<file path="src/design/pbc_pkg.sv">
// Shared types and constants for the pairwise box collision response core.
// Depends on nothing; imported by pbc_sqrt, pbc_div and the core module.
package pbc_pkg;

    localparam int MAX_BODIES_DEF = 32;

    localparam int NORM_SHIFT = 30;
    localparam int W_SHIFT    = 28;

    localparam int SQ_IW = 64;
    localparam int SQ_OW = 32;

    localparam int DIV_DW = 61;
    localparam int DIV_QW = 31;
    localparam int DIV_VW = 32;

    typedef struct packed {
        logic [31:0] pos_x;
        logic [31:0] pos_y;
        logic [31:0] vel_x;
        logic [31:0] vel_y;
        logic [30:0] mass;
        logic [30:0] hw;
        logic [30:0] hh;
    } body_t;

endpackage

</file>
<file path="src/design/pbc_div.sv">
// Restoring radix-2 divider for quotients known to fit in QW bits.
// Depends on pbc_pkg for its default widths.
module pbc_div #(
    parameter int DW = pbc_pkg::DIV_DW,
    parameter int QW = pbc_pkg::DIV_QW,
    parameter int VW = pbc_pkg::DIV_VW
) (
    input  logic          clk,
    input  logic          rst_n,
    input  logic          start,
    input  logic [DW-1:0] dividend,
    input  logic [VW-1:0] divisor,
    output logic          busy,
    output logic          done,
    output logic [QW-1:0] quotient
);

    import pbc_pkg::*;

    localparam int CNTW = $clog2(QW);

    logic            busy_reg;
    logic            done_reg;
    logic [CNTW-1:0] cnt_reg;
    logic [VW-1:0]   rem_reg;
    logic [QW-1:0]   quo_reg;
    logic [VW-1:0]   dvs_reg;

    logic [VW:0] t;
    logic        ge;

    assign t  = {rem_reg, quo_reg[QW-1]};
    assign ge = (t >= {1'b0, dvs_reg});

    always_ff @(posedge clk or negedge rst_n)
    begin
        if (!rst_n)
        begin
            busy_reg <= 1'b0;
            done_reg <= 1'b0;
            cnt_reg  <= '0;
        end
        else
        begin
            done_reg <= 1'b0;
            if (start)
            begin
                busy_reg <= 1'b1;
                cnt_reg  <= '0;
            end
            else if (busy_reg)
            begin
                cnt_reg <= cnt_reg + 1'b1;
                if (cnt_reg == CNTW'(QW - 1))
                begin
                    busy_reg <= 1'b0;
                    done_reg <= 1'b1;
                end
            end
        end
    end

    always_ff @(posedge clk)
    begin
        if (start)
        begin
            rem_reg <= VW'(dividend[DW-1:QW]);
            quo_reg <= dividend[QW-1:0];
            dvs_reg <= divisor;
        end
        else if (busy_reg)
        begin
            if (ge)
            begin
                rem_reg <= VW'(t - {1'b0, dvs_reg});
                quo_reg <= {quo_reg[QW-2:0], 1'b1};
            end
            else
            begin
                rem_reg <= VW'(t);
                quo_reg <= {quo_reg[QW-2:0], 1'b0};
            end
        end
    end

    assign busy     = busy_reg;
    assign done     = done_reg;
    assign quotient = quo_reg;

endmodule

</file>
<file path="config.mk">
export PLATFORM = sky130hd
export DESIGN_NAME = pbc_div
export DESIGN_NICKNAME = d
export VERILOG_FILES = /design/src/design/pbc_pkg.sv /design/src/design/pbc_div.sv
export SDC_FILE = /design/constraint.sdc
export NUM_CORES = 1
export LEC_CHECK = 0
export ABC_CLOCK_PERIOD_IN_PS = 2800
export BUFFER_PORTS_ARGS = -buffer_cell sky130_fd_sc_hd__buf_2
export CELL_PAD_IN_SITES_DETAIL_PLACEMENT = 1
export CELL_PAD_IN_SITES_GLOBAL_PLACEMENT = 1
export CORE_ASPECT_RATIO = 1.5
export CORE_UTILIZATION = 40
export CTS_BUF_LIST = sky130_fd_sc_hd__clkbuf_4 sky130_fd_sc_hd__clkbuf_8
export DETAILED_ROUTE_END_ITERATION = 8
export PLACE_DENSITY = 0.75
export SYNTH_ARGS = -nofsm -noshare
export SYNTH_HDL_FRONTEND = slang
export SYNTH_SLANG_ARGS = --single-unit
</file>
<file path="constraint.sdc">
create_clock -name clk -period 2.8 [get_ports clk]
set_clock_uncertainty 0.05 [all_clocks]
set_input_delay 0.14 -clock clk [delete_from_list [all_inputs] [get_ports clk]]
set_output_delay 0.14 -clock clk [all_outputs]
set_load 0.01 [all_outputs]
</file>
# After elaboration in Yosys (flattened, before gate mapping)
# Index checks and enable logic that the tools add are counted.
[op_classes]
eq_ne = 1
mux = 14
addsub = 2
magnitude_cmp = 1
n_reduce_logical = 1
[ops]
columns = ["cell", "n"]
rows = [
  ["$mux W31", 2],
  ["$mux W30", 2],
  ["$ge A33 B32 Y1", 1],
  ["$mux W32", 1],
  ["$sub A32 B32 Y32", 1],
  ["$mux W5", 2],
  ["$mux W1", 7],
  ["$add A5 B1 Y5 const B", 1],
  ["$eq A5 B5 Y1 const B", 1],
  ["$reduce_bool A2 Y1", 1],
]
[totals]
reg_bits = 102
elab_cells = 26
inputBits = 96

# Longest topological paths before layout
[logic_depth]
depth_word = 4
ltp_mapped = 13
depth_no_buf = 12

# Worst setup path before layout
# No wires, ideal clock.
[synth_timing]
kind = "flip-flop to flip-flop"
from = "register quo_reg[30] (netlist: quotient[30])"
to = "register rem_reg[30]"
setup_ns = 0.119
arrival_time_ns = 2.756
required_ns = 2.631
setup_slack_ns = -0.125
period_less_slack_ns = 2.925
path_stages_with_launch = 13
cell_sequence = "edfxtp_1 -> inv_1 -> ha_1 -> inv_1 -> fa_1 -> a21oi_1 -> o21ai_0 -> a211oi_1 -> o21bai_1 -> a21o_1 -> a211oi_1 -> mux2_2 -> o221a_1"
[synth_between]
elab_chain_cells = 2
[synth_lines]
columns = ["element", "line", "rtl"]
rows = [
  ["start: declaration", "pbc_div.sv:26", "logic [QW-1:0] quo_reg;"],
  ["start signal: assignment", "pbc_div.sv:68", "quo_reg <= dividend[QW-1:0];"],
  ["start signal: assignment", "pbc_div.sv:76", "quo_reg <= {quo_reg[QW-2:0], 1'b1};"],
  ["start signal: assignment", "pbc_div.sv:81", "quo_reg <= {quo_reg[QW-2:0], 1'b0};"],
  ["$sub A32 B32 Y32 or $ge A33 B32 Y1 (tied branches)", "pbc_div.sv:75, pbc_div.sv:33", ""],
  ["$mux W32 *", "pbc_div.sv:73", "if (ge)"],
  ["end signal: assignment", "pbc_div.sv:67", "rem_reg <= VW'(dividend[DW-1:QW]);"],
  ["end signal: assignment", "pbc_div.sv:75", "rem_reg <= VW'(t - {1'b0, dvs_reg});"],
  ["end signal: assignment", "pbc_div.sv:80", "rem_reg <= VW'(t);"],
  ["end: declaration", "pbc_div.sv:25", "logic [VW-1:0] rem_reg;"],
]
# Every way passes the cells marked *; elsewhere a longest branch is shown, timed or not.
# A chain may end at the register's enable or synchronous reset.

# Final worst setup path
[layout_timing]
from = "register rem_reg[22]"
to = "register rem_reg[30]"
[layout_between]
elab_chain_cells = 2
[layout_lines]
columns = ["element", "line"]
rows = [
  ["$sub A32 B32 Y32 or $ge A33 B32 Y1 (tied branches)", "pbc_div.sv:75, pbc_div.sv:33"],
  ["$mux W32 *", "pbc_div.sv:73"],
]
# Marked as above.

==> results.yml <==
route:
  ant_nets: 0
  drt_iter0_markers: 301
  firstDrtPassIters: 5
  drc: 0
  wl_um: 25890
  via_per_inst: 5.660
  wl_per_cell_um: 23.10
  vias: 6345
place:
  place_ws_ps: -295.8
  gp_congestion: 0.8389
  place_area_um2: 7649
  hpwl_um: 13590
  port_buffers: 128
global_routing:
  grt_max_degree: 49
  grt_usage_pct: 27.72
  grt_pass1_wl_um: 34710
  grt_antenna_before_repair: 0
  grt_overflow: 0
  grt_pass1_vias: 6708
floorplanning:
  dieWidth_um: 104.2
  io_pins: 129
  start_util_pct: 41.23
  rows: 55
  die-height_um: 155.3
  dieArea_um2: 16190
  core_um2: 15210
logic_synthesis:
  synth_top_area_cell: "edfxtp_1"
  synth_area_um2: 6270
  synth_ff_type: "edfxtp_1"
  synth-seq-area-share_pct: 47.97
  post-synth-top-area-fraction_pct: 44.54
  synthTopCellsByCount: "edfxtp_1, nand2_1, a21oi_1"
  ys_types: 58
  synth_cells: 591
  synthMostInstantiatedCell: "edfxtp_1"
  synth_edf_count: 93
  synth.avg_cell_area_um2: 10.61
  synth_area_leaders: "edfxtp_1, mux2_2, ha_1"
  async_reset_ff_share_pct: 6.863
  synth-seq-cells: 102
  ys_warn_count: 0
  synth_nets: 722
pwr:
  vdd_ir_drop_max_uv: 412.7
  leakage_nw: 4.274
  p_per_area_nw_per_um2: 1073
worst_setup_path:
  critPathBufInv: 1
  cp-start-kind: "flop"
  reg2regPathDepth: 10
  ff2ff_setup_slack_ps: -230
  critPathMaxStageDelay_ps: 460
  crit_required_ps: 3050
  cp-end-kind: "flop"
  cp_top_family: "compound AO/OA/AOI/OAI gates"
  cp_slowest_cell: "edfxtp_1"
  cpMostUsedCell: "a21oi_1"
  critPathKind: "reg2reg"
  crit_fanout: 5
  crit_path_cell_trace: "ha_4 -> buf_4 -> a21o_1 -> a21oi_1 -> nor2_1 -> o311ai_1 -> a21oi_1 -> a211oi_2 -> mux2_4 -> o221a_1"
  r2r-start: "rem_reg[22]$_DFFE_PP_"
  arrival_ps: 3280
  worst_r2r_endpoint: "rem_reg[30]$_SDFFE_PP0P_"
clock_tree:
  root_buffer: "clkbuf_8"
  cts_buffer_depth: 2
  clkTransAtPathRegs_ps: 110
  cts_max_level: 3
  numCtsBuffers: 9
  cts_tree: "yes"
  clk-insertion-delay-late_ps: 410
  clock_sinks: 102
cells_and_area:
  drive_gt1_share_pct: 46.75
  nets: 1048
  fillerInstances: 1569
  diodes: 0
  syn2layout_area_growth_pct: 59.61
  final_area_um2: 10010
timing:
  fin_crit_sh_pct: 108.2
  rsz0062_at_grt: "true"
  drv_slew: 0
  fin_ws_ps: -230.1
  finalSetupViolCount: 31
  tightestPinTransition_ps: 578.0
  finalSetupTns_ps: -4380
  hold_viol: 0
  relSlewSlack_pct: 61.47
  whs_ps: 27.26
  period_needed_ps: 3030
  max_freq_mhz: 330.0
min_path:
  worstHoldEndpoint: "rem_reg[26]$_DFFE_PP_"
  min_path_type: "in2reg"
  holdCritStartpoint: "dividend[57]"
  hold_path_depth: 3
job:
  maxCapViolations: 0
run_status:
  violations: "setup timing"
  status: "finished, violations left"
[stage by stage]
step / cells / util (%) / total power, W
detailed placement: 967 / 50.29 / 0.006903
global placement: 967 / 50.29 / 0.006708
CTS: 1089 / 60.78 / 0.008918
floorplan: 591 / - / 0.005155
global route: 1121 / 65.80 / 0.01120
finish: 1121 / 65.80 / 0.01074
[worst max path at each step]
stage	startpoint	to	slack (ps)	depth (start not counted)
finish	rem_reg[22]$_DFFE_PP_	rem_reg[30]$_SDFFE_PP0P_	-230	10
global placement	rem_reg[2]$_DFFE_PP_	rem_reg[23]$_DFFE_PP_	-120	10
detailed placement	quotient[30]$_DFFE_PP_	rem_reg[24]$_DFFE_PP_	-300	12
CTS	quotient[30]$_DFFE_PP_	rem_reg[30]$_SDFFE_PP0P_	-90	12
floorplan	quotient[30]$_DFFE_PP_	rem_reg[30]$_SDFFE_PP0P_	20	12
global route	rem_reg[16]$_DFFE_PP_	rem_reg[9]$_DFFE_PP_	-290	13
[worst min-delay path: cells and delay by family]
family,cells,cell delay [ps]
compound gates,1,60
buf+inv,1,100
simple gates,1,60
[timing repair]
action,CTS,global route
resized for setup,71,105
setup buffers,24,29
cloned,3,3
pin swaps,25,43
hold endpoints to repair,86,4
hold buffers,80,4
setup endpoints to repair,28,32
[report_power, final]
group	total, W	leakage, nW	switching (W)	internal, W
clock network	0.000965	0.101	0.000601	0.000364
registers	0.00239	1.07	0.000307	0.00208
logic	0.00738	3.11	0.00372	0.00367
total	0.0107	4.27	0.00462	0.00611
[cells in the final DEF (no fill, tap or decap), drive strengths merged, types with 4 or more instances in the layout]
master	instances
buf	258
edfxtp	93
dlygate4sd3	84
nand2	50
inv	49
a21oi	48
o21ai	43
mux2	40
nor2	38
ha	34
xnor2	16
a21o	14
nand4	12
clkbuf	12
o21a	11
xor2	9
nand3	9
a211oi	8
o211ai	7
dfrtp	7
nor3	7
nor3b	7
o21bai	6
a31oi	6
mux2i	5
or2	4
and3	4
nor4	4
[cell families (layout without fill, tap and decap cells)]
group,count (synthesis),after routing,share of synthesized area [%]
buffers and inverters,73,404,4.989
AND/OR/NAND/NOR,148,148,11.34
multiplexers,45,45,7.982
XOR/XNOR,25,25,3.492
flip-flops,102,102,47.97
adder cells (fa/ha/maj),35,35,7.104
AO/OA/AOI/OAI,163,163,17.12
[routing by layer]
layer	wire (um)	global-route usage (%)
met1	9215	28.24
met2	14140	54.32
met3	1227	5.530
met4	1314	11.50
met5	0	0
[area by class of cell]
| type | instances | area, um^2 | area share, % |
|---|---|---|---|
| well taps | 199 | 249.0 | 2.488 |
| inverters | 44 | 165.2 | 1.650 |
| clock inverters | 6 | 48.80 | 0.4876 |
| multi-input cells | 416 | 3741 | 37.38 |
| clock buffers | 10 | 137.6 | 1.375 |
| flip-flops and latches | 102 | 3008 | 30.06 |
| repair buffers | 344 | 2658 | 26.56 |
No activity file was read; power rests on OpenSTA's default activity.
