[src/design/pbc_pkg.sv]
// Shared types and constants for the pairwise box collision response core.
// Depends on nothing; imported by pbc_sqrt, pbc_div and the core module.
package pbc_pkg;

    localparam int MAX_BODIES_DEF = 32;

    localparam int NORM_SHIFT = 30;
    localparam int W_SHIFT    = 28;

    localparam int SQ_IW = 64;
    localparam int SQ_OW = 32;

    localparam int DIV_DW = 61;
    localparam int DIV_QW = 31;
    localparam int DIV_VW = 32;

    typedef struct packed {
        logic [31:0] pos_x;
        logic [31:0] pos_y;
        logic [31:0] vel_x;
        logic [31:0] vel_y;
        logic [30:0] mass;
        logic [30:0] hw;
        logic [30:0] hh;
    } body_t;

endpackage

[src/design/pbc_sqrt.sv]
// Iterative integer square root, two radicand bits per cycle.
// Depends on pbc_pkg for its widths.
module pbc_sqrt (
    input  logic                      clk,
    input  logic                      rst_n,
    input  logic                      start,
    input  logic [pbc_pkg::SQ_IW-1:0] radicand,
    output logic                      busy,
    output logic                      done,
    output logic [pbc_pkg::SQ_OW-1:0] root
);

    import pbc_pkg::*;

    localparam int RW = SQ_OW + 2;
    localparam int CNTW = $clog2(SQ_OW);

    logic            busy_reg;
    logic            done_reg;
    logic [CNTW-1:0] cnt_reg;
    logic [SQ_IW-1:0] rad_reg;
    logic [RW-1:0]   rem_reg;
    logic [SQ_OW-1:0] root_reg;

    logic [RW+1:0] rem_t;
    logic [RW+1:0] trial;
    logic          ge;

    assign rem_t = {rem_reg, rad_reg[SQ_IW-1 -: 2]};
    assign trial = {2'b00, root_reg, 2'b01};
    assign ge    = (rem_t >= trial);

    always_ff @(posedge clk or negedge rst_n)
    begin
        if (!rst_n)
        begin
            busy_reg <= 1'b0;
            done_reg <= 1'b0;
            cnt_reg  <= '0;
        end
        else
        begin
            done_reg <= 1'b0;
            if (start)
            begin
                busy_reg <= 1'b1;
                cnt_reg  <= '0;
            end
            else if (busy_reg)
            begin
                cnt_reg <= cnt_reg + 1'b1;
                if (cnt_reg == CNTW'(SQ_OW - 1))
                begin
                    busy_reg <= 1'b0;
                    done_reg <= 1'b1;
                end
            end
        end
    end

    always_ff @(posedge clk)
    begin
        if (start)
        begin
            rad_reg  <= radicand;
            rem_reg  <= '0;
            root_reg <= '0;
        end
        else if (busy_reg)
        begin
            rad_reg <= {rad_reg[SQ_IW-3:0], 2'b00};
            if (ge)
            begin
                rem_reg  <= RW'(rem_t - trial);
                root_reg <= {root_reg[SQ_OW-2:0], 1'b1};
            end
            else
            begin
                rem_reg  <= RW'(rem_t);
                root_reg <= {root_reg[SQ_OW-2:0], 1'b0};
            end
        end
    end

    assign busy = busy_reg;
    assign done = done_reg;
    assign root = root_reg;

endmodule

[config.mk]
export PLATFORM = sky130hd
export DESIGN_NAME = pbc_sqrt
export DESIGN_NICKNAME = d
export VERILOG_FILES = /design/src/design/pbc_pkg.sv /design/src/design/pbc_sqrt.sv
export SDC_FILE = /design/constraint.sdc
export NUM_CORES = 1
export LEC_CHECK = 0
export BUFFER_PORTS_ARGS = -buffer_cell sky130_fd_sc_hd__buf_2
export CELL_PAD_IN_SITES_DETAIL_PLACEMENT = 0
export CELL_PAD_IN_SITES_GLOBAL_PLACEMENT = 1
export CORE_MARGIN = 1.5
export CORE_UTILIZATION = 30
export DETAILED_ROUTE_END_ITERATION = 8
export PLACE_DENSITY_LB_ADDON = 0.08
export RECOVER_POWER = 100
export SETUP_SLACK_MARGIN = 0.1
export SYNTH_ARGS = -nofsm -noshare
export SYNTH_HDL_FRONTEND = slang
export SYNTH_SLANG_ARGS = --single-unit
[constraint.sdc]
create_clock -name clk -period 7.7 [get_ports clk]
set_input_delay 0.77 -clock clk [delete_from_list [all_inputs] [get_ports clk]]
set_output_delay 0.77 -clock clk [all_outputs]
set_load 0.02 [all_outputs]
## Word level (Yosys, flattened, before mapping)

Cells that the tools add are included.
Widths: inputs -> output; s select.

| word-level totals | value |
|---|---|
| memory bits (read-only) | 0 |
| output and inout bits | 34 |
| register bits after elaboration | 137 |
| memory bits (writable) | 0 |
| logic and storage cells | 23 |
| latch bits | 0 |
| memories kept | 0 |
| input port bits | 67 |

| cells by class | value |
|---|---|
| $mul | 0 |
| equal/unequal tests | 1 |
| $add $sub $neg | 2 |
| bitwise gates (word level) | 0 |
| order comparisons | 1 |
| reduce and logical (&&, ||, !) cells | 1 |
| shift-type cells | 0 |
| multiplexer cells | 12 |
| divide/modulo/power cells | 0 |

Operators by type and width:

| cell | count |
|---|---|
| $mux 64 | 2 |
| $ge 36x34->1 | 1 |
| $mux 34 | 1 |
| $sub 34x34->34 | 1 |
| $mux 5 | 2 |
| $mux 1 | 7 |
| $add 5x1->5 const B | 1 |
| $eq 5x5->1 const B | 1 |
| $reduce_bool 2->1 | 1 |

## Depth between registers and ports, before layout

| logic depth | value |
|---|---|
| depth in word-level cells | 4 |
| depth in mapped cells | 14 |
| depth with buffers taken out | 10 |

## Worst setup path after synthesis

OpenSTA, ideal clock, no wires.

| timing | value |
|---|---|
| kind | flip-flop to flip-flop |
| from | reg root_reg[0] (netlist: root[0]) |
| to | reg rem_reg[11] |
| path slack | 4.605 ns |
| required time | 7.612 ns |
| period minus slack after synthesis | 3.095 ns |
| arrival time | 3.006 ns |
| cell stages (with the launch flop) | 14 |
| library setup time | 0.088 ns |
| buffers on the path | 3 |
| cell sequence | dfxtp_1 > inv_1 > ha_1 > nor2b_4 > o31a_1 > o311a_4 > o21a_4 > or4_4 > buf_6 > nand2_4 > buf_12 > buf_12 > nand2_2 > a311oi_2 |

| between the ends | value |
|---|---|
| longest elaborated chain between the ends | 2 |
| elaborated cells on any way between the ends | 3 |
| those cells by class | 1 x add/sub; 1 x order compare; 1 x mux |

Ends and longest elaborated chain:

| element | RTL line | RTL |
|---|---|---|
| from (decl) | pbc_sqrt.sv:23 | `logic [SQ_OW-1:0] root_reg;` |
| from (signal assigned) | pbc_sqrt.sv:75 | `root_reg <= {root_reg[SQ_OW-2:0], 1'b1};` |
| from (signal assigned) | pbc_sqrt.sv:80 | `root_reg <= {root_reg[SQ_OW-2:0], 1'b0};` |
| $sub 34x34->34 / $ge 36x34->1 (equally long branches) | pbc_sqrt.sv:74, pbc_sqrt.sv:31 |  |
| $mux 34 (*) | pbc_sqrt.sv:72 | `if (ge)` |
| to (signal assigned) | pbc_sqrt.sv:74 | `rem_reg <= RW'(rem_t - trial);` |
| to (signal assigned) | pbc_sqrt.sv:79 | `rem_reg <= RW'(rem_t);` |
| to (decl) | pbc_sqrt.sv:22 | `logic [RW-1:0] rem_reg;` |

Every way passes the cells marked *; elsewhere a longest branch is shown, timed or not.
A chain may end at the register's enable or synchronous reset.

## Worst setup path after layout

| timing | value |
|---|---|
| from | reg busy_reg (netlist: busy) |
| to | reg rad_reg[4], enable pin |

| between the ends | value |
|---|---|
| longest elaborated chain between the ends | 1 |

Ends and longest elaborated chain:

| element | RTL line | RTL |
|---|---|---|
| from (decl) | pbc_sqrt.sv:18 | `logic busy_reg;` |
| from (signal assigned) | pbc_sqrt.sv:37 | `busy_reg <= 1'b0;` |
| from (signal assigned) | pbc_sqrt.sv:46 | `busy_reg <= 1'b1;` |
| from (signal assigned) | pbc_sqrt.sv:54 | `busy_reg <= 1'b0;` |
| $reduce_bool 2->1 (no line) | -- |  |
| to (signal assigned) | pbc_sqrt.sv:65 | `rad_reg <= radicand;` |
| to (signal assigned) | pbc_sqrt.sv:71 | `rad_reg <= {rad_reg[SQ_IW-3:0], 2'b00};` |
| to (decl) | pbc_sqrt.sv:21 | `logic [SQ_IW-1:0] rad_reg;` |

Every way passes these cells.

==> results.yml <==
outcome:
  status: "complete, but fails checks"
  violations: "max-capacitance violations, max-slew violations"
floorplanning:
  die_y_um: 166
  start_util_pct: 30.5
  core_mm2: 0.0260
  rows: 59
  die_area_mm2: 0.0274
  die_w_um: 166
  io_pins: 101
clocking:
  cts_resized: 0
  clock_insertion_delay_worst_skew_ns: 0.42
  clk_path_buf_depth: 2
  clkTransAtPathRegs_ns: 0.07
  htreeDepth: 4
  cts_sinks: 137
  numCtsBuffers: 17
  cts-root-buf: "clkbuf_16"
  post_cts_buffers: 0
  cts_tree: "yes"
  cts_hold_buf: 0
pwr:
  ir_drop_mv: 0.280
  powerDensity_mw_per_mm2: 387
  leakage_nw: 3.86
worst_hold_path:
  hold_class: "input port to async pin"
worst_setup_path:
  critPathMaxFanout: 49
  worstSetupPathType: "flip-flop to flip-flop"
  critical_path_arrival_ns: 5.32
  cp_data_required_time_ns: 7.71
  reg2regPathDepth: 2
  cp-end-kind: "flip-flop"
  r2r_setup_slack_ns: 2.39
  worst_setup_path_start_kind: "flip-flop"
  critical-path-max-stage-delay_ns: 1.74
  slowest_stage: "dfrtp_1"
  crit_chain: "or2_0 -> clkbuf_1"
  reg2reg_from: "busy$_DFF_PN0_"
  r2r-end: "rad_reg[4]$_DFFE_PP_"
placement:
  placedCellCount: 1189
  gp_congestion: 0.832
  io_buffers: 100
  hpwl_um: 13700
  place_area_mm2: 0.00867
  pre_cts_ws_ns: 3.91
global_route:
  grt_pass1_vias: 5981
  grt_pass1_wl_um: 31200
  grt.total_usage_pct: 14.5
  antenna_found_initial: 0
  grt_max_degree: 58
  grt_overflow_total: 0
detailed_routing:
  ant_nets: 0
  wl_per_cell_um: 16.0
  wl_um: 19500
  viasPerCell: 4.91
  drt_iter0_drc: 344
  drt-pass1-iter-count: 5
  drc_errors: 0
  routed-via-count: 5996
timing:
  relSlewSlack_pct: -105
  hold_viol: 0
  max_slew.worst_pin.slew_ns: 3.07
  setup_viol: 0
  period_share_pct: 69.0
  finalSetupTns_ns: 0
  grt_setup_unrepaired: "false"
  fin_ws_ns: 2.39
  slew_violations: 319
  period_needed_ns: 5.31
  clock_skew_ns: 0.0125
  fmaxAchievable_mhz: 188
logic_synthesis:
  yosysTopAreaCell: "edfxtp_1"
  syn-cell-area_mm2: 0.00792
  ys_types: 65
  netlist_top_cells_count: "90 x nor2_1, 66 x dfxtp_1, 65 x mux2_2, 64 x edfxtp_1, 53 x nand2_1"
  synth_ff_type: "dfxtp_1"
  synth_seq_cells: 137
  synth_most_common_cell: "nor2_1"
  synth_area_leaders: "edfxtp_1 24%, dfxtp_1 17%, mux2_2 9.2%"
  synthArstFlopShare_pct: 5.11
  yosysTopAreaCellShare_pct: 24.3
  synthCells: 790
  yosysSeqAreaShare_pct: 43.1
  synth_nets: 893
  synth_edf_count: 64
  synth_warnings: 0
  syn_area_per_cell_um2: 10.0
finish:
  regArea_mm2: 0.00342
  final_area_mm2: 0.00916
  largest_register_ffs: 64
  multiInputGateArea_mm2: 0.00409
  area_delta_synth_final_pct: 15.6
  drive_gt1_share_pct: 22.5
  instances_no_fill: 1221
  final_nets: 976
  diodes: 0
  fillers: 2725
job:
  maxCapViolations: 7
## area by class of cell
type	instances	area share (%)
Tap cell	335	4.58
Inverter	48	1.97
Clock inverter	15	1.61
Clock buffer	17	4.64
Sequential cell	137	37.3
Timing Repair Buffer	105	5.22
Multi-Input combinational cell	564	44.7
## cell usage in the layout (no fill, tap or decap), types with 4 or more instances in the layout
cell | netlist | final
a211oi_1 | 5 | 5
a21o_1 | 18 | 18
a21oi_1 | 44 | 44
a311oi_1 | 8 | 10
a311oi_2 | 16 | 14
and3_1 | 5 | 5
buf_2 | 3 | 64
clkbuf_1 | 24 | 40
clkbuf_16 | 0 | 17
dfrtp_1 | 7 | 7
dfxtp_1 | 66 | 66
edfxtp_1 | 64 | 64
ha_1 | 36 | 36
inv_1 | 47 | 47
inv_6 | 0 | 6
inv_8 | 0 | 5
mux2_2 | 65 | 63
mux2i_1 | 35 | 35
nand2_1 | 53 | 53
nand2_2 | 16 | 16
nand3_1 | 21 | 21
nand4_1 | 10 | 10
nor2_1 | 90 | 90
nor2b_1 | 4 | 4
nor3_1 | 12 | 12
o211ai_1 | 7 | 7
o21a_1 | 5 | 5
o21ai_0 | 20 | 21
o21ai_1 | 6 | 5
o21bai_1 | 7 | 7
or2_2 | 5 | 4
or3_1 | 7 | 7
xnor2_1 | 13 | 13
xor2_1 | 9 | 9
## logic make-up (layout without fill, tap and decap cells)
kind of cell / after synthesis / in the layout / share of synthesized area, %
simple gates: 241 / 241 / 14.3
compound gates: 165 / 165 / 15.8
flops: 137 / 137 / 43.1
mux: 100 / 100 / 13.7
buf+inv: 89 / 185 / 4.97
fa+ha+maj: 36 / 36 / 5.69
xor+xnor: 22 / 22 / 2.43
## where the power goes
group,internal [mW],switching (mW)
combinational,0.741,1.06
clock,0.433,0.376
sequential,0.870,0.0677
## routing by layer
metal  up-vias  wire length [um]  track usage (%)
met4         0               275             4.79
met3        16               580             2.65
met5         -                 0                0
li1       3034                 -                -
met1      2858              9500             20.1
met2        88              9170             22.7
## critical path: cells and delay by family (launching register included)
family	cells	cell delay (ns)
and+or+nand+nor	1	1.56
buffers and inverters	1	1.54
DFF	1	1.74
## worst max-delay path by stage
stage	depth (start not counted)	slack (ns)	endpoint	from
3_5_place_dp	10	3.91	rem_reg[15]$_SDFFE_PP0P_	root[24]$_SDFFE_PP0P_
4_1_cts	10	3.88	rem_reg[15]$_SDFFE_PP0P_	root[8]$_SDFFE_PP0P_
5_1_grt	2	1.89	rad_reg[6]$_DFFE_PP_	busy$_DFF_PN0_
2_1_floorplan	13	4.61	rem_reg[11]$_SDFFE_PP0P_	root[0]$_SDFFE_PP0P_
3_3_place_gp	10	4.11	rem_reg[18]$_SDFFE_PP0P_	root[8]$_SDFFE_PP0P_
6_report	2	2.39	rad_reg[4]$_DFFE_PP_	busy$_DFF_PN0_
## metrics by stage
| stage | hold slack [ns] | power, mW | util [%] |
|---|---|---|---|
| floorplan | 0.462 | 2.44 | - |
| global placement | 0.502 | 2.77 | 33.4 |
| detailed placement | 0.502 | 2.78 | 33.4 |
| CTS | 0.158 | 3.61 | 35.6 |
| global route | 0.256 | 3.82 | 35.3 |
| finish | 0.238 | 3.55 | 35.3 |
No activity file was read; power rests on OpenSTA's default activity.
