### src/design/pbc_ram.sv
// Generic single write port RAM with one registered read port.
// Depends on nothing.
module pbc_ram #(
    parameter int WIDTH = 8,
    parameter int DEPTH = 32
) (
    input  logic                     clk,
    input  logic                     we,
    input  logic [$clog2(DEPTH)-1:0] waddr,
    input  logic [WIDTH-1:0]         wdata,
    input  logic [$clog2(DEPTH)-1:0] raddr,
    output logic [WIDTH-1:0]         rdata
);

    logic [WIDTH-1:0] mem [DEPTH];

    always_ff @(posedge clk)
    begin
        if (we)
        begin
            mem[waddr] <= wdata;
        end
        rdata <= mem[raddr];
    end

endmodule

### config.mk
export PLATFORM = sky130hd
export DESIGN_NAME = pbc_ram
export DESIGN_NICKNAME = d
export VERILOG_FILES = /design/src/design/pbc_ram.sv
export SDC_FILE = /design/constraint.sdc
export NUM_CORES = 1
export LEC_CHECK = 0
export ABC_AREA = 1
export BUFFER_PORTS_ARGS = -buffer_cell sky130_fd_sc_hd__buf_4
export CAP_MARGIN = 20
export CORE_ASPECT_RATIO = 0.75
export CORE_UTILIZATION = 56
export DETAILED_ROUTE_END_ITERATION = 12
export PLACE_DENSITY_LB_ADDON = 0.15
export SYNTH_ARGS = -nofsm -noshare
export SYNTH_HDL_FRONTEND = slang
export SYNTH_SLANG_ARGS = --single-unit
export TNS_END_PERCENT = 1
### constraint.sdc
create_clock -name clk -period 1.3 [get_ports clk]
set_input_delay 0.325 -clock clk [delete_from_list [all_inputs] [get_ports clk]]
set_output_delay 0.325 -clock clk [all_outputs]
set_load 0.01 [all_outputs]
# After elaboration in Yosys (flattened, before gate mapping)
# Memory sizes are Yosys's and may differ from the RTL's. A register that Yosys moved wholly into a read port is not among the register bits.
# Cells that the tools add are included.
# W data, S select, Z words.
# op_classes
addsub	0
multipliers	0
div_mod_pow	0
order_cmp	0
n_eq_ne	0
shift	0
n_mux	2
bitwise_logic	0
n_reduce_logical	0
# op_table
cell	count
$mux W1	2
# totals
ff_bits	0
latchBits	0
ram_bits	256
mem_bits_ro	0
in_bits	20
output_inout_bits	8
elab_cells	3
mem_count	1
# mem_list
memory	depth	word_bits	read_ports	rd_clocked_by_memory_dff	wr	line_no	source
mem	32	8	1	1	1	15	logic [WIDTH-1:0] mem [DEPTH];

# Longest topological paths before layout
# Gate-level depths: netlist (run 1).
# logic_depth
depth_word	2
depth_mapped	11
depth_no_buf	9

# Least setup slack after synthesis (run 1)
# OpenSTA, ideal clock, no wires.
# synth_timing
path_kind	input port to flip-flop
startpoint	input port waddr[0]
endpoint	memory mem[0][0], enable pin
setup_ns	0.370
arrival_ns	0.989
required_ns	0.930
slack_ns	-0.059
stages	3
path_buffers	0
cell_sequence	inv_1 -> nand3_1 -> nor2_1
# synth_lines
element	line_no	source
from (decl)	9	input logic [$clog2(DEPTH)-1:0] waddr,
to (decl)	15	
# Straight into the memory's write port.

# Worst setup path after layout (run 1)
# layout_timing
startpoint	register rdata[3] (read register of mem)
endpoint	output port rdata[3]
# layout_lines
element	line_no	source
from (decl)	12	output logic [WIDTH-1:0] rdata
# No word-level cell between the ends.

==> flow_metrics.tcl, run 1 <==
set metrics [dict create \
    syn_inst 922 \
    pin_count 28 \
    grt_pass1_wl_mm 39.3 \
    switchingPower_uw 3920 \
    place_hpwl_mm 16.2 \
    cts_made_buffers 25 \
    die_width_um 162 \
    rows 43 \
    combPwrFrac_pct 7.3 \
    yosys_warnings 0 \
    max_freq_ghz 0.750 \
    ff2ff_path_depth 8 \
    timing.rr.end "rdata[0]$_DFF_P_" \
    yosys-top-cells-area "edfxtp_1 71%, nand2_1 13%, nand3_1 9.5%, buf_6 2.5%, dfxtp_1 1.5%" \
    layout_common_cells "360 x nand2_1, 256 x edfxtp_1, 204 x nand3_1, 93 x buf_4, 32 x nor2_1" \
    required_ps 980 \
    nFillCells 1424 \
    critPathMaxStageDelay_ps 360 \
    fin_crit_sh_pct 103 \
    initial_core_util_pct 57.8 \
    yosysTopAreaCell "edfxtp_1" \
    leakage_uw 0.00479 \
    drt_wl_total_mm 25.7 \
    die_h_um 122 \
    cts_setup_buffers 0 \
    max-slew-margin-rel_pct 70.5 \
    dr.pass1.iters 7 \
    drt-initial-drc-count 735 \
    crit_path_start "rdata[3]$_DFF_P_" \
    cp_top_family "flip-flops" \
    synth_fp_nets 942 \
    clockRootBuffer "clkbuf_16" \
    cpMaxStageDelayCell "dfxtp_4" \
    core_sq_mm 0.0187 \
    synth_top_area_share_pct 71.3 \
    placed_area_sq_mm 0.0117 \
    avgSynthCellArea_sq_um 11.7 \
    period_minus_slack_ps 1330 \
    reg2reg_slack_ps 70 \
    rsz0062_at_grt "true" \
    first_global_vias 6737 \
    hp-start "raddr[4]" \
    ant_nets 0 \
    insertion_delay_ps 530 \
    diodes 0 \
    finalPower_uw 18200 \
    synth_cell_type_count 12 \
    clkPwrFrac_pct 40.4 \
    syn_area_sq_mm 0.0108 \
    layout.nets 1029 \
    worst_slack_ps -33.8 \
    ctsHoldBuffers 0 \
    avgViaCountPerCell 5.58 \
    track_usage_pct 27.1 \
    maxCapViolations 0 \
    grt_max_degree 33 \
    outcome "finished, violations left" \
    fin_skew_ps 12.8 \
    port-buffer-count 27 \
    dieArea_sq_mm 0.0198 \
    area_delta_synth_final_pct 16.2 \
    crit_chain "buf_6" \
    cts.sinks 264 \
    drive_gt1_share_pct 15.1 \
    seq_power_share_pct 52.4 \
    hold_path.class "input port to register" \
    cts_tree "yes" \
    slew_violations 0 \
    p_int_uw 14200 \
    fin_util_pct 67.1 \
    switching_share_pct 21.6 \
    hold_slack_ps 101 \
    tightest_slew_ps 442 \
    ys_seq_elements 264 \
    clk_pin_slew_ps 70 \
    pwr_density_cell_mw_per_mm2 1450 \
    vias 7114 \
    worst_setup_path_end_kind "output pin" \
    gr-total-overflow 0 \
    placedCellCount 1229 \
    cts_buffer_depth 3 \
    path_max_fanout 1 \
    crit_path_start_kind "register" \
    avgRoutedWirePerCell_um 20.1 \
    instances_no_fill 1274 \
    grt_antenna_before_repair 0 \
    yosysSeqAreaShare_pct 72.8 \
    final-setup-viol-count 3 \
    drc 0 \
    h-tree-depth 1 \
    final_area_sq_mm 0.0125 \
    crit_buf_inv 1 \
    arrival_ps 1010 \
    layout_commonest_cell "nand2_1" \
    hold_violations 0 \
    hold_path_depth 3 \
    regToRegStartpoint "mem[27][0]$_DFFE_PP_" \
    vdd_drop_max_uv 1130 \
    place_congestion 0.868 \
    critical_path_class "register to output pin" \
    violations "setup timing" \
    hold_path_end "rdata[7]$_DFF_P_" \
]
==> power by group through the flow <==
| stage | sequential (uW) | clock (uW) | combinational (uW) |
|---|---|---|---|
| 2_1_floorplan | 9680 | 0 | 682 |
| 3_3_place_gp | 9680 | 0 | 1270 |
| 3_5_place_dp | 9680 | 0 | 1290 |
| 4_1_cts | 9510 | 7410 | 1310 |
| 5_1_grt | 9510 | 7730 | 1440 |
| 6_report | 9510 | 7330 | 1320 |
==> worst max-delay path by stage <==
| stage | end | cells past startpoint |
|---|---|---|
| after global routing | rdata[3] | 1 |
| final | rdata[3] | 1 |
| after detailed placement | rdata[4]$_DFF_P_ | 11 |
| after global placement | rdata[4]$_DFF_P_ | 11 |
| after CTS | rdata[3] | 1 |
| after floorplan | mem[0][0]$_DFFE_PP_ | 3 |
==> synth_stat cells (all sizes together) <==
cell type,number
nand3,204
buf,45
dfxtp,8
edfxtp,256
nor2,32
clkbuf,7
inv,10
nand2,360
==> layer usage <==
metal	global-route usage, %	share of wire [%]
met4	6.66	2.0
met3	5.45	8.4
met5	0	0
met2	40.5	44
met1	41.0	46
==> layout make-up <==
cell class,instances,area (sq um),share of cell area [%]
Timing Repair Buffer,112,1020,8.12
Tap cell,247,309,2.47
Clock buffer,31,648,5.17
Multi-Input combinational cell,596,2490,19.9
Inverter,10,40.0,0.319
Sequential cell,264,7860,62.7
Clock inverter,14,168,1.34
==> timing repair <==
item,CTS,global route
endpoints found under the setup margin,8,8
resized for setup,13,2
pin swaps,0,0
==> through the flow <==
step	setup WS (ps)	setup TNS, ps
2_1_floorplan	-59.0	-10460
3_3_place_gp	-301	-14650
6_report	-33.8	-63.0
3_5_place_dp	-305	-18070
4_1_cts	-51.4	-170
5_1_grt	-52.1	-203
==> flip-flops by register name, indices dropped and copies added, names as in the netlist <==
signal,flops
rdata,8
mem,256
==> logic make-up (layout without fill, tap and decap cells) <==
family                 Yosys count  after routing  synth area share (%)
AND/OR/NAND/NOR                596            596                  23.1
flip-flops                     264            264                  72.8
buffers and inverters           62            167                  4.14
(Power assumes the default switching activity.)
==> run 2: changes to the inputs <==
--- a/config.mk
+++ b/config.mk
@@ -12,6 +12,7 @@
 export CORE_UTILIZATION = 56
 export DETAILED_ROUTE_END_ITERATION = 12
 export PLACE_DENSITY_LB_ADDON = 0.15
+export RECOVER_POWER = 50
 export SYNTH_ARGS = -nofsm -noshare
 export SYNTH_HDL_FRONTEND = slang
 export SYNTH_SLANG_ARGS = --single-unit
==> flow_metrics.tcl, run 2 (synthesized netlist as in run 1, its figures left out) <==
set metrics [dict create \
    grt_pass1_wl_mm 39.3 \
    first_global_vias 6737 \
    initial_core_util_pct 57.8 \
    top_layer "met4" \
    arrival_ps 1000 \
    critical_path_class "register to output pin" \
    path_depth 1 \
    seq_power_share_pct 52.5 \
    violations "setup timing" \
    hold_path_depth 3 \
    outcome "finished, violations left" \
    rows 43 \
    core_sq_mm 0.0187 \
    fin_tns_setup_ps -45.1 \
    ff2ff_path_depth 8 \
    top_regs "mem: 256 flops, rdata: 8 flops" \
    clockRootBuffer "clkbuf_16" \
    cp_top_family "flip-flops" \
    diodes 0 \
    place_ws_ps -305 \
    cts.sinks 264 \
    finalPower_uw 18100 \
    layout_common_cells "360 x nand2_1, 256 x edfxtp_1, 204 x nand3_1, 83 x buf_4, 32 x nor2_1" \
    reg2reg_slack_ps 60 \
    layout_commonest_cell "nand2_1" \
    final-setup-viol-count 3 \
    switching_share_pct 21.5 \
    place_hpwl_mm 16.2 \
    met2WireLength_mm 11.3 \
    vias 7119 \
    fin_skew_ps 10.5 \
    grt_max_degree 33 \
    die_h_um 122 \
    route.met3.wl_mm 2.17 \
    hold_violations 0 \
    leakage_uw 0.00478 \
    hold_path.class "input port to register" \
    port-buffer-count 27 \
    pwr_density_cell_mw_per_mm2 1450 \
    place_congestion 0.868 \
    rsz0062_at_grt "true" \
    nFillCells 1431 \
    h-tree-depth 1 \
    placedCellCount 1229 \
    p_int_uw 14200 \
    critPathMaxStageDelay_ps 360 \
    drt_wl_total_mm 25.6 \
    maxCapViolations 0 \
    clkPwrFrac_pct 40.3 \
    dr.pass1.iters 5 \
    pin_count 28 \
    cts_tree "yes" \
    switchingPower_uw 3890 \
    cpMaxStageDelayCell "dfxtp_4" \
    instances_no_fill 1274 \
    ctsHoldBuffers 0 \
    crit_chain "buf_6" \
    clk_pin_slew_ps 60 \
    dieArea_sq_mm 0.0198 \
    drt-initial-drc-count 741 \
    wl_met1_mm 11.6 \
    max-slew-margin-rel_pct 42.2 \
    layout.nets 1029 \
    required_ps 980 \
    max_freq_ghz 0.752 \
    gr-total-overflow 0 \
    insertion_delay_ps 520 \
    worst_slack_ps -29.9 \
    die_width_um 162 \
    grt_antenna_before_repair 0 \
    avgViaCountPerCell 5.59 \
    avgRoutedWirePerCell_um 20.1 \
    crit_path_start_kind "register" \
    tightest_slew_ps 868 \
    drc 0 \
    largest-register "mem" \
    crit_buf_inv 1 \
    fin_crit_sh_pct 102 \
    cts_buffer_depth 3 \
    cts_made_buffers 25 \
    largest_reg_flops 256 \
    hold_slack_ps 98.2 \
    track_usage_pct 27.1 \
    combPwrFrac_pct 7.2 \
    period_minus_slack_ps 1330 \
    worst_setup_path_end_kind "output pin" \
    drive_gt1_share_pct 14.9 \
    ant_nets 0 \
    path_max_fanout 1 \
    area_delta_synth_final_pct 15.9 \
    slew_violations 0 \
    vdd_drop_max_uv 1140 \
]
run 2: changes by cell type in the layout (fill, tap and decap cells not counted), sizes merged:
| cell | before | now |
|---|---|---|
| clkbuf | 31 | 41 |
| buf | 112 | 102 |
run 2: timing repair:
item,4_1_cts,5_1_grt
buffers inserted,0,0
setup endpoints to repair,8,8
gates resized for setup,13,2
run 2: through the flow:
stage / instance area, sq um / util [%]
2_1_floorplan: 10800 / -
3_3_place_gp: 11700 / 62.6
3_5_place_dp: 11700 / 62.6
4_1_cts: 12500 / 67.1
5_1_grt: 12500 / 67.0
6_report: 12500 / 67.0
run 2: area by class of cell:
cell class | count | area [sq um] | share of cell area, %
repair buffers | 112 | 990 | 7.91
inverters | 10 | 40.0 | 0.320
clock buffers | 31 | 648 | 5.18
clock inverters | 14 | 168 | 1.34
multi-input cells | 596 | 2490 | 19.9
well taps | 247 | 309 | 2.47
flip-flops and latches | 264 | 7860 | 62.8
run 2: power groups by stage:
stage / combinational (uW) / clock [uW] / sequential (uW)
detailed placement: 1290 / 0 / 9680
global placement: 1270 / 0 / 9680
floorplan: 682 / 0 / 9680
global route: 1430 / 7730 / 9520
finish: 1310 / 7300 / 9520
CTS: 1310 / 7410 / 9510
run 2: worst paths after layout:
kind	start	end
worst max register to register	mem[27][0]$_DFFE_PP_	rdata[0]$_DFF_P_
worst max-delay path	rdata[3]$_DFF_P_	rdata[3]
worst min-delay path	raddr[4]	rdata[7]$_DFF_P_
worst min register to register	mem[8][3]$_DFFE_PP_	rdata[3]$_DFF_P_
run 2: routing by layer:
metal | vias up | track usage, %
met4 | 0 | 6.66
met3 | 43 | 5.45
met2 | 298 | 40.5
li1 | 3376 | -
met5 | - | 0
met1 | 3402 | 41.0
==> run 3: changes to the inputs <==
--- a/config.mk
+++ b/config.mk
@@ -5,11 +5,10 @@
 export SDC_FILE = /design/constraint.sdc
 export NUM_CORES = 1
 export LEC_CHECK = 0
-export ABC_AREA = 1
 export BUFFER_PORTS_ARGS = -buffer_cell sky130_fd_sc_hd__buf_4
 export CAP_MARGIN = 20
 export CORE_ASPECT_RATIO = 0.75
-export CORE_UTILIZATION = 56
+export CORE_UTILIZATION = 55
 export DETAILED_ROUTE_END_ITERATION = 12
 export PLACE_DENSITY_LB_ADDON = 0.15
 export RECOVER_POWER = 50
==> flow_metrics.tcl, run 3 <==
set metrics [dict create \
    outcome "finished, violations left" \
    violations "setup timing" \
    largest-register "mem" \
    syn_inst 417 \
    worst_setup_path_end_kind "register" \
    worst_slack_ps -559 \
    reg2reg_slack_ps -560 \
    ant_nets 0 \
    clk_pin_slew_ps 60 \
    synthFlopType "edfxtp_1" \
    synth_top_area_share_pct 76.5 \
    largest_reg_flops 256 \
    cts.sinks 264 \
    grt_antenna_before_repair 0 \
    period_minus_slack_ps 1860 \
    hold_slack_ps 191 \
    cts_made_buffers 25 \
    cts_tree "yes" \
    critPathMaxStageDelay_ps 560 \
    fin_crit_sh_pct 143 \
    drt-initial-drc-count 419 \
    ctsHoldBuffers 0 \
    die_width_um 158 \
    vias 4644 \
    avgRoutedWirePerCell_um 27.2 \
    ys_seq_elements 264 \
    fin_tns_setup_ps -4080 \
    clockRootBuffer "clkbuf_16" \
    port-buffer-count 27 \
    layout_commonest_cell "edfxtp_1" \
    synth_fp_nets 437 \
    synthArstFlopShare_pct 0 \
    yosys-top-cells-count "256 x edfxtp_1, 80 x mux4_2, 33 x nor2_1" \
    maxCapViolations 0 \
    die_h_um 119 \
    core_sq_mm 0.0178 \
    rows 42 \
    yosysTopAreaCell "edfxtp_1" \
    grt_max_degree 33 \
    layout.nets 533 \
    cts_buffer_depth 3 \
    tightest_slew_ps 702 \
    grt_pass1_wl_mm 31.1 \
    cts_resized 12 \
    leakage_uw 0.00383 \
    cp_top_family "multiplexers" \
    h-tree-depth 1 \
    synth_edf_count 256 \
    arrival_ps 2260 \
    initial_core_util_pct 56.6 \
    vdd_drop_max_uv 894 \
    finalPower_uw 17000 \
    place_congestion 0.785 \
    critPathMostFrequentCell "mux4_2" \
    first_global_vias 4725 \
    pin_count 28 \
    fin_skew_ps 8.72 \
    final-setup-viol-count 8 \
    crit_path_start_kind "register" \
    avgViaCountPerCell 6.02 \
    dieArea_sq_mm 0.0188 \
    avgSynthCellArea_sq_um 24.1 \
    hold_path.class "input port to register" \
    gr-total-overflow 0 \
    layout_common_cells "256 x edfxtp_1, 80 x mux4_2, 66 x buf_4, 33 x nor2_1, 25 x clkbuf_16" \
    critical_path_class "register to register" \
    drive_gt1_share_pct 40.8 \
    slew_violations 0 \
    drt_wl_total_mm 21.0 \
    top_regs "mem: 256 flops, rdata: 8 flops" \
    yosysMostFrequentCell "edfxtp_1" \
    drc 0 \
    area_delta_synth_final_pct 17.1 \
    diodes 0 \
    yosys-top-cells-area "edfxtp_1 76%, mux4_2 18%, dfxtp_1 1.6%, nor2_1 1.2%, mux2_2 0.90%" \
    path_max_fanout 1 \
    rsz0062_at_grt "true" \
    max-slew-margin-rel_pct 53.2 \
    pwr_density_cell_mw_per_mm2 1450 \
    dr.pass1.iters 5 \
    yosys_warnings 0 \
    synth_cell_type_count 15 \
    yosysSeqAreaShare_pct 78.1 \
    hold_violations 0 \
    cpMaxStageDelayCell "mux4_2" \
    crit_buf_inv 0 \
    crit_chain "mux4_2, mux4_2, mux2_2" \
    track_usage_pct 23.8 \
    place_hpwl_mm 13.4 \
    required_ps 1700 \
    max_freq_ghz 0.538 \
    instances_no_fill 772 \
    placedCellCount 728 \
    cts_setup_buffers 0 \
    syn_area_sq_mm 0.0101 \
    insertion_delay_ps 510 \
]
-- run 3: power breakdown --
| group | switching (uW) | internal (uW) | leakage (uW) | total, uW |
|---|---|---|---|---|
| sequential | 46.4 | 9470 | 0.00237 | 9520 |
| clock | 2860 | 3610 | 0.000350 | 6460 |
| combinational | 537 | 513 | 0.00110 | 1050 |
| total | 3440 | 13600 | 0.00383 | 17000 |
-- run 3: final timing paths --
path | from | to | depth (start not counted)
worst min-delay path | raddr[3] | rdata[3]$_DFF_P_ | 2
worst max-delay path | mem[4][6]$_DFFE_PP_ | rdata[6]$_DFF_P_ | 3
worst max register to register | mem[4][6]$_DFFE_PP_ | rdata[6]$_DFF_P_ | 3
worst min register to register | mem[28][2]$_DFFE_PP_ | rdata[2]$_DFF_P_ | 3
-- run 3: metrics by stage --
step | cell area (sq um) | worst slack, ps | utilization, %
global route | 11800 | -592 | 66.3
floorplan | 10200 | -622 | -
CTS | 11800 | -566 | 66.3
finish | 11800 | -559 | 66.3
global placement | 11000 | -989 | 62.1
detailed placement | 11000 | -973 | 62.1
-- run 3: final cells by class --
class,instances,area [sq um]
fillers,1202,5990
flip-flops and latches,264,7860
clock inverters,8,38.8
clock buffers,36,677
well taps,242,303
multi-input cells,133,2110
repair buffers,89,783
-- run 3: cells by family after synthesis --
family	after synthesis	share of synthesized area, %
and+or+nand+nor	45	2.07
DFF	264	78.1
muxes	88	18.8
buffers and inverters	20	1.06
-- run 3: per-layer routing --
layer,routed length (um),share of wire (%),GRT usage (%),up-vias
met3,2230,11,6.88,25
met1,9280,44,38.3,2427
li1,-,-,-,1967
met2,9220,44,33.0,225
met4,240,1.1,4.09,0
met5,0,0,0,-
